**src/rtl/iiee_pkg.sv**
```systemverilog
// Package for the infix expression evaluator: codes, command and status structs.
// Used by every module of the block; depends on nothing.
`timescale 1ns / 1ps

package iiee_pkg;

	localparam int OperatorDepth = 16;
	localparam int ValueDepth = 16;
	localparam int ValueWidth = 32;
	localparam int ResultWidth = 32;

	localparam logic [7:0] ChPlus = 8'd43;
	localparam logic [7:0] ChMinus = 8'd45;
	localparam logic [7:0] ChStar = 8'd42;
	localparam logic [7:0] ChSlash = 8'd47;
	localparam logic [7:0] ChLpar = 8'd40;
	localparam logic [7:0] ChRpar = 8'd41;
	localparam logic [7:0] ChEquals = 8'd61;
	localparam logic [7:0] ChZero = 8'd48;
	localparam logic [7:0] ChNine = 8'd57;
	localparam int Radix = 10;

	typedef enum logic [2:0] {
		OP_ADD = 3'd1,
		OP_SUB = 3'd2,
		OP_MUL = 3'd3,
		OP_DIV = 3'd4,
		OP_LPAREN = 3'd5
	} op_t;

	typedef enum logic [1:0] {
		ST_OK = 2'd0,
		ST_DIVZERO = 2'd1,
		ST_OVERFLOW = 2'd2,
		ST_MALFORMED = 2'd3
	} st_t;

	typedef enum logic [3:0] {
		CH_DIGIT,
		CH_PLUS,
		CH_MINUS,
		CH_STAR,
		CH_SLASH,
		CH_LPAR,
		CH_RPAR,
		CH_EQ,
		CH_OTHER
	} cls_t;

	typedef enum logic [1:0] {
		VS_TOP,
		VS_NEXT,
		VS_BOTTOM
	} vsel_t;

	typedef struct packed {
		logic load_char;
		logic acc_digit;
		logic end_num;
		logic op_read;
		logic op_pop;
		logic op_push;
		op_t op_code;
		logic v_read;
		vsel_t v_sel;
		logic latch_rhs;
		logic v_pop2;
		logic alu_start;
		logic push_res;
		logic fail;
		st_t fail_code;
		logic load_out;
		logic clear;
	} cmd_t;

	typedef struct packed {
		cls_t cls;
		logic err;
		logic opcnt_zero;
		logic vcnt_lt2;
		logic vcnt_one;
		op_t op_top;
		logic alu_done;
		logic alu_divzero;
		logic out_free;
	} stat_t;

	function automatic cls_t classify(input logic [7:0] ch);
		cls_t c;
		c = CH_OTHER;
		if (ch >= ChZero && ch <= ChNine) c = CH_DIGIT;
		else if (ch == ChPlus) c = CH_PLUS;
		else if (ch == ChMinus) c = CH_MINUS;
		else if (ch == ChStar) c = CH_STAR;
		else if (ch == ChSlash) c = CH_SLASH;
		else if (ch == ChLpar) c = CH_LPAR;
		else if (ch == ChRpar) c = CH_RPAR;
		else if (ch == ChEquals) c = CH_EQ;
		return c;
	endfunction

endpackage

```
**src/rtl/iiee_if.sv**
```systemverilog
// Channel interfaces of the evaluator: character input and result output.
// Depends on iiee_pkg for the result width.
`timescale 1ns / 1ps

interface iiee_char_if;
	logic valid;
	logic ready;
	logic [7:0] character;
	modport source (output valid, output character, input ready);
	modport sink (input valid, input character, output ready);
endinterface

interface iiee_result_if;
	logic valid;
	logic ready;
	logic signed [iiee_pkg::ResultWidth-1:0] value;
	logic [1:0] status;
	modport source (output valid, output value, output status, input ready);
	modport sink (input valid, input value, input status, output ready);
endinterface

```
**src/rtl/iiee_alu.sv**
```systemverilog
// Iterative arithmetic unit: registered add/subtract, shift-add multiply and
// restoring divide one bit per cycle. Depends on iiee_pkg.
`timescale 1ns / 1ps

module iiee_alu #(
	parameter int VW = iiee_pkg::ValueWidth
) (
	input logic clk,
	input logic arst_n,
	input logic start,
	input iiee_pkg::op_t op,
	input logic [VW-1:0] lhs,
	input logic [VW-1:0] rhs,
	output logic done,
	output logic divzero,
	output logic [VW-1:0] res
);
	import iiee_pkg::*;

	localparam int CW = $clog2(VW + 1);

	logic busy_q, done_q, dz_q, is_div_q, neg_q;
	logic [CW-1:0] cnt_q;
	logic [VW-1:0] a_q, b_q, p_q;
	logic [VW:0] r_q;
	logic [VW-1:0] lhs_mag, rhs_mag;
	logic [VW:0] trial;
	logic fits;

	assign lhs_mag = lhs[VW-1] ? (~lhs + VW'(1)) : lhs;
	assign rhs_mag = rhs[VW-1] ? (~rhs + VW'(1)) : rhs;
	assign trial = {r_q[VW-1:0], p_q[VW-1]};
	assign fits = trial >= {1'b0, b_q};

	always_ff @(posedge clk or negedge arst_n) begin
		if (!arst_n) begin
			busy_q <= 1'b0;
			done_q <= 1'b0;
			dz_q <= 1'b0;
			cnt_q <= '0;
		end else begin
			done_q <= 1'b0;
			if (start) begin
				dz_q <= 1'b0;
				cnt_q <= CW'(VW);
				unique case (op)
					OP_MUL: busy_q <= 1'b1;
					OP_DIV: begin
						if (rhs == '0) begin
							dz_q <= 1'b1;
							done_q <= 1'b1;
						end else begin
							busy_q <= 1'b1;
						end
					end
					default: done_q <= 1'b1;
				endcase
			end else if (busy_q) begin
				cnt_q <= cnt_q - CW'(1);
				if (cnt_q == CW'(1)) begin
					busy_q <= 1'b0;
					done_q <= 1'b1;
				end
			end
		end
	end

	always_ff @(posedge clk) begin
		if (start) begin
			is_div_q <= 1'b0;
			neg_q <= 1'b0;
			unique case (op)
				OP_ADD: p_q <= lhs + rhs;
				OP_SUB: p_q <= lhs - rhs;
				OP_MUL: begin
					a_q <= lhs;
					b_q <= rhs;
					p_q <= '0;
				end
				OP_DIV: begin
					is_div_q <= 1'b1;
					neg_q <= lhs[VW-1] ^ rhs[VW-1];
					p_q <= lhs_mag;
					b_q <= rhs_mag;
					r_q <= '0;
				end
				default: p_q <= '0;
			endcase
		end else if (busy_q) begin
			if (is_div_q) begin
				r_q <= fits ? (trial - {1'b0, b_q}) : trial;
				p_q <= {p_q[VW-2:0], fits};
			end else begin
				if (b_q[0]) p_q <= p_q + a_q;
				a_q <= {a_q[VW-2:0], 1'b0};
				b_q <= {1'b0, b_q[VW-1:1]};
			end
		end
	end

	assign done = done_q;
	assign divzero = dz_q;
	assign res = neg_q ? (~p_q + VW'(1)) : p_q;

endmodule

```
**src/rtl/iiee_dp.sv**
```systemverilog
// Datapath: operator and value stacks, number accumulator, error code, output
// register. Depends on iiee_pkg, iiee_result_if and iiee_alu.
`timescale 1ns / 1ps

module iiee_dp #(
	parameter int OD = iiee_pkg::OperatorDepth,
	parameter int VD = iiee_pkg::ValueDepth,
	parameter int VW = iiee_pkg::ValueWidth
) (
	input logic clk,
	input logic arst_n,
	input logic [7:0] character,
	input iiee_pkg::cmd_t cmd,
	output iiee_pkg::stat_t stat,
	iiee_result_if.source result
);
	import iiee_pkg::*;

	localparam int OCW = $clog2(OD + 1);
	localparam int VCW = $clog2(VD + 1);
	localparam int OAW = $clog2(OD);
	localparam int VAW = $clog2(VD);

	op_t op_mem [OD];
	logic [VW-1:0] v_mem [VD];

	logic [7:0] char_q;
	logic [OCW-1:0] opcnt_q, op_dec;
	logic [VCW-1:0] vcnt_q, v_dec1, v_dec2, v_raddr;
	logic [VW-1:0] acc_q, v_rd_q, rhs_q, v_wdata, alu_res;
	logic nip_q;
	st_t err_q, err_set;
	op_t op_rd_q;
	logic out_valid_q;
	logic [ResultWidth-1:0] out_value_q;
	st_t out_status_q;
	logic op_full, v_full, vpush, op_ok, v_ok, alu_done, alu_dz;
	logic [63:0] ext;

	assign op_dec = opcnt_q - OCW'(1);
	assign v_dec1 = vcnt_q - VCW'(1);
	assign v_dec2 = vcnt_q - VCW'(2);
	assign op_full = opcnt_q == OCW'(OD);
	assign v_full = vcnt_q == VCW'(VD);
	assign vpush = (cmd.end_num && nip_q) || cmd.push_res;
	assign op_ok = cmd.op_push && !op_full;
	assign v_ok = vpush && !v_full;
	assign v_wdata = cmd.push_res ? alu_res : acc_q;
	assign ext = 64'(signed'(v_rd_q));

	always_comb begin
		unique case (cmd.v_sel)
			VS_TOP: v_raddr = v_dec1;
			VS_NEXT: v_raddr = v_dec2;
			default: v_raddr = '0;
		endcase
	end

	always_comb begin
		err_set = ST_OK;
		if (cmd.fail) err_set = cmd.fail_code;
		else if ((vpush && v_full) || (cmd.op_push && op_full)) err_set = ST_OVERFLOW;
	end

	always_ff @(posedge clk or negedge arst_n) begin
		if (!arst_n) begin
			opcnt_q <= '0;
			vcnt_q <= '0;
			acc_q <= '0;
			nip_q <= 1'b0;
			err_q <= ST_OK;
			out_valid_q <= 1'b0;
		end else begin
			if (result.ready) out_valid_q <= 1'b0;
			if (cmd.load_out) out_valid_q <= 1'b1;
			if (cmd.clear) begin
				opcnt_q <= '0;
				vcnt_q <= '0;
				acc_q <= '0;
				nip_q <= 1'b0;
				err_q <= ST_OK;
			end else begin
				if (err_q == ST_OK) err_q <= err_set;
				if (cmd.acc_digit) begin
					acc_q <= (acc_q << 3) + (acc_q << 1) + VW'(char_q[3:0]);
					nip_q <= 1'b1;
				end else if (cmd.end_num) begin
					acc_q <= '0;
					nip_q <= 1'b0;
				end
				if (op_ok) opcnt_q <= opcnt_q + OCW'(1);
				else if (cmd.op_pop) opcnt_q <= op_dec;
				if (v_ok) vcnt_q <= vcnt_q + VCW'(1);
				else if (cmd.v_pop2) vcnt_q <= v_dec2;
			end
		end
	end

	always_ff @(posedge clk) begin
		if (cmd.load_char) char_q <= character;
		if (op_ok) op_mem[opcnt_q[OAW-1:0]] <= cmd.op_code;
		if (cmd.op_read) op_rd_q <= op_mem[op_dec[OAW-1:0]];
		if (v_ok) v_mem[vcnt_q[VAW-1:0]] <= v_wdata;
		if (cmd.v_read) v_rd_q <= v_mem[v_raddr[VAW-1:0]];
		if (cmd.latch_rhs) rhs_q <= v_rd_q;
		if (cmd.load_out) begin
			out_value_q <= (err_q == ST_OK) ? ext[ResultWidth-1:0] : '0;
			out_status_q <= err_q;
		end
	end

	iiee_alu #(.VW(VW)) u_alu (
		.clk(clk),
		.arst_n(arst_n),
		.start(cmd.alu_start),
		.op(op_rd_q),
		.lhs(v_rd_q),
		.rhs(rhs_q),
		.done(alu_done),
		.divzero(alu_dz),
		.res(alu_res)
	);

	assign stat.cls = classify(char_q);
	assign stat.err = err_q != ST_OK;
	assign stat.opcnt_zero = opcnt_q == '0;
	assign stat.vcnt_lt2 = vcnt_q < VCW'(2);
	assign stat.vcnt_one = vcnt_q == VCW'(1);
	assign stat.op_top = op_rd_q;
	assign stat.alu_done = alu_done;
	assign stat.alu_divzero = alu_dz;
	assign stat.out_free = !out_valid_q || result.ready;

	assign result.valid = out_valid_q;
	assign result.value = out_value_q;
	assign result.status = out_status_q;

endmodule

```
**src/rtl/iiee_ctrl.sv**
```systemverilog
// Controller: sequences decode, operator reduction loops and result output.
// Depends on iiee_pkg; drives the datapath by command struct.
`timescale 1ns / 1ps

module iiee_ctrl (
	input logic clk,
	input logic arst_n,
	input logic in_valid,
	output logic in_ready,
	input iiee_pkg::stat_t stat,
	output iiee_pkg::cmd_t cmd
);
	import iiee_pkg::*;

	typedef enum logic [3:0] {
		S_IDLE,
		S_DECODE,
		S_DISPATCH,
		S_LOOP,
		S_OPCHK,
		S_RDL,
		S_LAT,
		S_ALU,
		S_LOOPEND,
		S_OUT
	} state_t;

	state_t state_q, state_d;
	logic stop;

	always_ff @(posedge clk or negedge arst_n) begin
		if (!arst_n) state_q <= S_IDLE;
		else state_q <= state_d;
	end

	always_comb begin
		unique case (stat.cls)
			CH_PLUS, CH_MINUS, CH_RPAR: stop = stat.op_top == OP_LPAREN;
			CH_STAR, CH_SLASH: stop = !(stat.op_top == OP_MUL || stat.op_top == OP_DIV);
			default: stop = 1'b0;
		endcase
	end

	always_comb begin
		cmd = '0;
		cmd.op_code = OP_LPAREN;
		cmd.v_sel = VS_TOP;
		cmd.fail_code = ST_MALFORMED;
		in_ready = 1'b0;
		state_d = state_q;
		unique case (state_q)
			S_IDLE: begin
				in_ready = 1'b1;
				if (in_valid) begin
					cmd.load_char = 1'b1;
					state_d = S_DECODE;
				end
			end
			S_DECODE: begin
				if (stat.cls == CH_EQ) begin
					cmd.end_num = !stat.err;
					state_d = S_LOOP;
				end else if (stat.err) begin
					state_d = S_IDLE;
				end else if (stat.cls == CH_DIGIT) begin
					cmd.acc_digit = 1'b1;
					state_d = S_IDLE;
				end else begin
					cmd.end_num = 1'b1;
					state_d = S_DISPATCH;
				end
			end
			S_DISPATCH: begin
				state_d = S_IDLE;
				if (!stat.err) begin
					priority case (stat.cls)
						CH_LPAR: cmd.op_push = 1'b1;
						CH_PLUS, CH_MINUS, CH_STAR, CH_SLASH, CH_RPAR: state_d = S_LOOP;
						default: state_d = S_IDLE;
					endcase
				end
			end
			S_LOOP: begin
				if (stat.err || stat.opcnt_zero) begin
					state_d = S_LOOPEND;
				end else begin
					cmd.op_read = 1'b1;
					state_d = S_OPCHK;
				end
			end
			S_OPCHK: begin
				if (stat.cls == CH_EQ && stat.op_top == OP_LPAREN) begin
					cmd.fail = 1'b1;
					state_d = S_LOOP;
				end else if (stop) begin
					state_d = S_LOOPEND;
				end else begin
					cmd.op_pop = 1'b1;
					if (stat.vcnt_lt2) begin
						cmd.fail = 1'b1;
						state_d = S_LOOP;
					end else begin
						cmd.v_read = 1'b1;
						state_d = S_RDL;
					end
				end
			end
			S_RDL: begin
				cmd.latch_rhs = 1'b1;
				cmd.v_read = 1'b1;
				cmd.v_sel = VS_NEXT;
				state_d = S_LAT;
			end
			S_LAT: begin
				cmd.v_pop2 = 1'b1;
				cmd.alu_start = 1'b1;
				state_d = S_ALU;
			end
			S_ALU: begin
				if (stat.alu_done) begin
					if (stat.alu_divzero) begin
						cmd.fail = 1'b1;
						cmd.fail_code = ST_DIVZERO;
					end else begin
						cmd.push_res = 1'b1;
					end
					state_d = S_LOOP;
				end
			end
			S_LOOPEND: begin
				state_d = S_IDLE;
				priority case (stat.cls)
					CH_PLUS, CH_MINUS, CH_STAR, CH_SLASH: begin
						cmd.op_push = !stat.err;
						priority case (stat.cls)
							CH_PLUS: cmd.op_code = OP_ADD;
							CH_MINUS: cmd.op_code = OP_SUB;
							CH_STAR: cmd.op_code = OP_MUL;
							default: cmd.op_code = OP_DIV;
						endcase
					end
					CH_RPAR: begin
						if (!stat.err) begin
							if (stat.opcnt_zero) cmd.fail = 1'b1;
							else cmd.op_pop = 1'b1;
						end
					end
					CH_EQ: begin
						cmd.fail = !stat.err && !stat.vcnt_one;
						cmd.v_read = 1'b1;
						cmd.v_sel = VS_BOTTOM;
						state_d = S_OUT;
					end
					default: state_d = S_IDLE;
				endcase
			end
			S_OUT: begin
				if (stat.out_free) begin
					cmd.load_out = 1'b1;
					cmd.clear = 1'b1;
					state_d = S_IDLE;
				end
			end
			default: state_d = S_IDLE;
		endcase
	end

endmodule

```
**src/rtl/infix_integer_expression_evaluator.sv**
```systemverilog
// channel  | dir | payload                         | handshake
// expr     | in  | character[7:0]                  | valid/ready
// result   | out | value[31:0] signed, status[1:0] | valid/ready
//
// A digit goes through decode only; '(' and ignored characters also go through dispatch
// unless an error is held. + - * / and ')' then run the reduction loop, with an operator
// check that stops it at an operator or '('; a reduced * or / iterates VW bits in the ALU.
// '=' runs the loop too, and takes an extra check and loop pass when it meets an open '('.
// Result register frees the input side; '=' holds in its output state while a result waits.
// Reset clears counts, accumulator and error; stacks hold no reset value.
// Top level of the two-stack infix evaluator. Depends on iiee_pkg, the channel
// interfaces, iiee_ctrl and iiee_dp.
`timescale 1ns / 1ps

module infix_integer_expression_evaluator #(
	parameter int OPERATOR_DEPTH = iiee_pkg::OperatorDepth,
	parameter int VALUE_DEPTH = iiee_pkg::ValueDepth,
	parameter int VALUE_WIDTH = iiee_pkg::ValueWidth
) (
	input logic clk,
	input logic arst_n,
	iiee_char_if.sink expr,
	iiee_result_if.source result
);
	import iiee_pkg::*;

	cmd_t cmd;
	stat_t stat;
	logic rdy;

	assign expr.ready = rdy;

	iiee_ctrl u_ctrl (
		.clk(clk),
		.arst_n(arst_n),
		.in_valid(expr.valid),
		.in_ready(rdy),
		.stat(stat),
		.cmd(cmd)
	);

	iiee_dp #(
		.OD(OPERATOR_DEPTH),
		.VD(VALUE_DEPTH),
		.VW(VALUE_WIDTH)
	) u_dp (
		.clk(clk),
		.arst_n(arst_n),
		.character(expr.character),
		.cmd(cmd),
		.stat(stat),
		.result(result)
	);

endmodule

```
**src/flat_wrapper.sv**
```systemverilog
// flat-port wrapper written by rule: the top's interface ports become plain ports
module infix_integer_expression_evaluator_flat import iiee_pkg::*;
#(
	parameter int OPERATOR_DEPTH = iiee_pkg::OperatorDepth,
	parameter int VALUE_DEPTH = iiee_pkg::ValueDepth,
	parameter int VALUE_WIDTH = iiee_pkg::ValueWidth
)
  (clk, arst_n, expr_valid, expr_character, expr_ready, result_valid, result_value, result_status, result_ready);
  iiee_char_if expr_i ();
  iiee_result_if result_i ();
  input logic clk;
  input logic arst_n;
  input wire logic [$bits(expr_i.valid)-1:0] expr_valid;
  input wire logic [$bits(expr_i.character)-1:0] expr_character;
  output wire logic [$bits(expr_i.ready)-1:0] expr_ready;
  output wire logic [$bits(result_i.valid)-1:0] result_valid;
  output wire logic [$bits(result_i.value)-1:0] result_value;
  output wire logic [$bits(result_i.status)-1:0] result_status;
  input wire logic [$bits(result_i.ready)-1:0] result_ready;
  assign expr_i.valid = expr_valid;
  assign expr_i.character = expr_character;
  assign expr_ready = expr_i.ready;
  assign result_valid = result_i.valid;
  assign result_value = result_i.value;
  assign result_status = result_i.status;
  assign result_i.ready = result_ready;
  infix_integer_expression_evaluator #(.OPERATOR_DEPTH(OPERATOR_DEPTH), .VALUE_DEPTH(VALUE_DEPTH), .VALUE_WIDTH(VALUE_WIDTH)) u_core (.clk(clk), .arst_n(arst_n), .expr(expr_i), .result(result_i));
endmodule
```
**config.mk**
```make
export PLATFORM = sky130hd
export DESIGN_NAME = infix_integer_expression_evaluator_flat
export DESIGN_NICKNAME = d
export VERILOG_FILES = /design/src/rtl/iiee_pkg.sv /design/src/rtl/iiee_if.sv /design/src/rtl/iiee_alu.sv /design/src/rtl/iiee_dp.sv /design/src/rtl/iiee_ctrl.sv /design/src/rtl/infix_integer_expression_evaluator.sv /design/src/flat_wrapper.sv
export SDC_FILE = /design/constraint.sdc
export NUM_CORES = 2
export LEC_CHECK = 0
export CORE_AREA = 8 8 293 295
export CTS_CLUSTER_SIZE = 25
export DETAILED_ROUTE_END_ITERATION = 6
export DIE_AREA = 0 0 301 303
export DONT_BUFFER_PORTS = 1
export GPL_ROUTABILITY_DRIVEN = 1
export PLACE_DENSITY = 0.7
export SLEW_MARGIN = 20
export SYNTH_ARGS = -nofsm -noshare
export SYNTH_HDL_FRONTEND = slang
export SYNTH_SLANG_ARGS = --single-unit
```
**constraint.sdc**
```tcl
create_clock -name clk -period 5.61 [get_ports clk]
set_clock_uncertainty 0.15 [all_clocks]
set_input_delay 0.561 -clock clk [delete_from_list [all_inputs] [get_ports clk]]
set_output_delay 0.561 -clock clk [all_outputs]
set_load 0.02 [all_outputs]
```
==> flow_summary.ini <==
[run_status]
outcome = finished clean

[global_routing]
grt_pass1_vias = 30600
grt_usage = 0.248
grt_overflow = 0
antenna_found_initial = 3
grt_pass1_wl_um = 178000
grt_max_degree = 114

[pwr]
p_int_mw = 10.9
switchingPower_mw = 3.33
pwr-share-clk = 0.420
p_leak_nw = 18.2
cellPowerDensity_nw_per_um2 = 292
p_seq_frac = 0.497
p_comb_frac = 0.083
switching_share = 0.234
vdd_drop_max_v = 0.000215

[placement]
gp_congestion = 0.908
dpl.cell_count = 4838
dp_hpwl_um = 73300
preCtsSetupSlack_ns = 0.534
port_buffers = 0

[finish]
area.growth.synth_to_final_pct = 10.5
final_util = 0.601
layout.cells.non_filler = 5016
fillerInstances = 6424
layout.nets = 4059
final_layout_size_suffix_gt1_frac = 0.0793

[synthesis]
synthAdderAreaFrac = 0.0510
synthFlopType = edfxtp_1
syn-cell-area_um2 = 44100
synth_edf_count = 799
synth_cell_types = 88
yosys.area_share.simple = 0.136
yosysWarnings = 0
syn-num-nets = 4087
synthMuxAreaShare = 0.0150
synth_cells = 3899
ys_seq_area_frac = 0.577
synth_top_family_by_area = compound AO/OA/AOI/OAI gates
async_flop_share = 0.0688
synth_seq_cells = 858
synth_compound_area_frac = 0.150
synth-xor-area-share = 0.0444
syn_avg_cell_area_um2 = 11.3

[sta]
fin_setup_tns_ns = 0
finalHoldViolCount = 0
max_freq_mhz = 197
slew_headroom = 0.297
setup_viol = 0
hold_ws_ns = 0.0642
worst_slew_pin_slew_ns = 1.05
period_needed_ns = 5.07
period_share = 0.903
rsz0062_at_grt = false
drv_slew = 0
fin_ws_ns = 0.545

[setup_path]
required_ns = 5.84
start_kind = flop
crit_start = u_core.u_dp.rhs_q[0]
crit_type = reg2reg
worstPathMaxFanout = 6
timing.rr.start = u_core.u_dp.rhs_q[0]
cp.arrival_ns = 5.30
cp-end-kind = flop

[floorplanning]
dieArea_um2 = 91200
die_x_um = 301
boundaryPins = 48
core_um2 = 81200
fp.dieH_um = 303
start_util = 0.544
std_cell_rows = 105

[drt]
drc = 0
wire_per_inst_um = 22.8
antenna_left = 0
viasPerCell = 6.24
initialDrtViolationCount = 3035
first_pass_iters = 6
vias = 31300
routed_wl_um = 114000

[min_path]
hp-start = expr_valid
min_path_type = in2reg

[cts]
htree_levels = 3
clk_latency_ns = 0.65
post_cts_resized = 0
cts-root-buf = clkbuf_16
cts_tree = built
cts_hold_buffers = 11
numCtsBuffers = 89
cts_sinks = 858
clk_pin_slew_ns = 0.06
postCtsSetupBuffers = 0
cts_buffer_depth = 3

[flow_run]
drv_cap = 0
==> layout make-up <==
type	instances	area (um^2)	area share
flip-flops and latches	858	25500	0.522
inverters	88	330	0.00677
clock buffers	116	2410	0.0494
multi-input cells	2732	17800	0.364
diodes	1	2.50	0.0000513
well taps	1070	1340	0.0274
repair buffers	102	918	0.0188
clock inverters	49	551	0.0113
==> cell usage after synthesis (all sizes together), types with 26 or more instances <==
| cell type | n | area share |
|---|---|---|
| edfxtp | 799 | 0.54 |
| nand2 | 584 | 0.050 |
| a21oi | 250 | 0.028 |
| nor2 | 213 | 0.018 |
| clkbuf | 210 | 0.018 |
| a211oi | 186 | 0.032 |
| o21ai | 174 | 0.020 |
| ha | 171 | 0.048 |
| and3 | 155 | 0.022 |
| xnor2 | 130 | 0.026 |
| xor2 | 94 | 0.019 |
| inv | 88 | 0.0075 |
| a31oi | 75 | 0.011 |
| a311oi | 66 | 0.013 |
| nor3 | 62 | 0.0070 |
| dfrtp | 59 | 0.033 |
| nand3 | 52 | 0.0059 |
| and2 | 49 | 0.0069 |
| a21o | 44 | 0.0075 |
| nand2b | 32 | 0.0045 |
| mux2i | 28 | 0.0063 |
| o31ai | 26 | 0.0045 |
==> sequential cells by signal, indices dropped and copies added (netlist names), 32 cells and up <==
register and count:
u_core.u_dp.v_mem 512, u_core.u_dp.v_rd_q 32, u_core.u_dp.op_mem 48, u_core.u_dp.u_alu.a_q 32
u_core.u_dp.acc_q 32, u_core.u_dp.result.value 32, u_core.u_dp.rhs_q 32, u_core.u_dp.u_alu.r_q 32
u_core.u_dp.u_alu.b_q 32, u_core.u_dp.u_alu.p_q 32
==> kinds of logic (layout without fill, tap and decap cells) <==
group / after synthesis / count (layout)
simple gates: 1284 / 1284
fa+ha+maj: 177 / 177
flops: 858 / 858
buf+inv: 309 / 355
mux: 47 / 47
other cells: 0 / 1
xor+xnor: 224 / 224
compound gates: 1000 / 1000
==> metal layers <==
| metal | up-vias | wire length, um | global-route usage |
|---|---|---|---|
| li1 | 14600 | - | - |
| met1 | 15400 | 47200 | 0.325 |
| met2 | 1068 | 56100 | 0.425 |
| met3 | 228 | 7420 | 0.0337 |
| met4 | 2 | 3640 | 0.0854 |
| met5 | - | 9 | 0 |
==> stage by stage <==
stage          instance area (um^2)  total power, mW
3_5_place_dp                  45600             8.35
3_3_place_gp                  45600             8.33
6_report                      48800             14.2
5_1_grt                       48800             14.7
2_1_floorplan                 44100             8.03
4_1_cts                       48700             14.3
==> critical path: stages (launching register included) <==
cell	delay (ns)
edfxtp_1	0.43
inv_1	0.08
ha_1	0.18
nor3b_1	0.33
nor3b_1	0.34
nand4_1	0.28
and4bb_1	0.43
nand3b_1	0.21
nand2_1	0.15
xor2_1	0.17
ha_1	0.31
a21o_1	0.18
a21o_1	0.16
a21o_1	0.17
a21oi_1	0.14
nor2_1	0.06
a211oi_1	0.23
o211ai_1	0.16
mux2i_1	0.14
or4_1	0.52
==> cell usage in the layout, fill, tap and decap left out, types with 48 or more instances in the layout <==
cell         n
nor3_1      57
xnor2_1    130
nand3_1     52
inv_1       86
edfxtp_1   799
clkbuf_16   90
nor2_1     197
o21ai_1     55
a21oi_1    237
a211oi_1   186
a311oi_1    66
xor2_1      94
ha_1       171
buf_4       82
dfrtp_1     59
nand2_1    581
o21ai_0    116
and3_1     154
a31oi_1     75
and2_1      48
==> path summary, 6_finish.rpt <==
path                       slack [ns]                   endpoint  cells past startpoint
max                              0.54  u_core.u_dp.u_alu.p_q[31]                     19
min                              0.06   u_core.u_ctrl.state_q[0]                      3
max reg2reg                      0.54  u_core.u_dp.u_alu.p_q[31]                     19
min reg2reg                      0.36          u_core.u_dp.nip_q                      2
max in group asynchronous        4.67      u_core.u_dp.acc_q[11]                      2
min in group asynchronous        0.32     u_core.u_dp.opcnt_q[0]                      2
==> power by group through the flow <==
| stage | Combinational (mW) | Clock (mW) | Sequential, mW |
|---|---|---|---|
| floorplan | 0.853 | 0 | 7.18 |
| detailed placement | 1.14 | 0 | 7.22 |
| finish | 1.18 | 5.98 | 7.08 |
| CTS | 1.16 | 6.06 | 7.08 |
| global route | 1.30 | 6.31 | 7.08 |
| global placement | 1.12 | 0 | 7.21 |
Note: power is estimated with default switching activity, not from simulation.
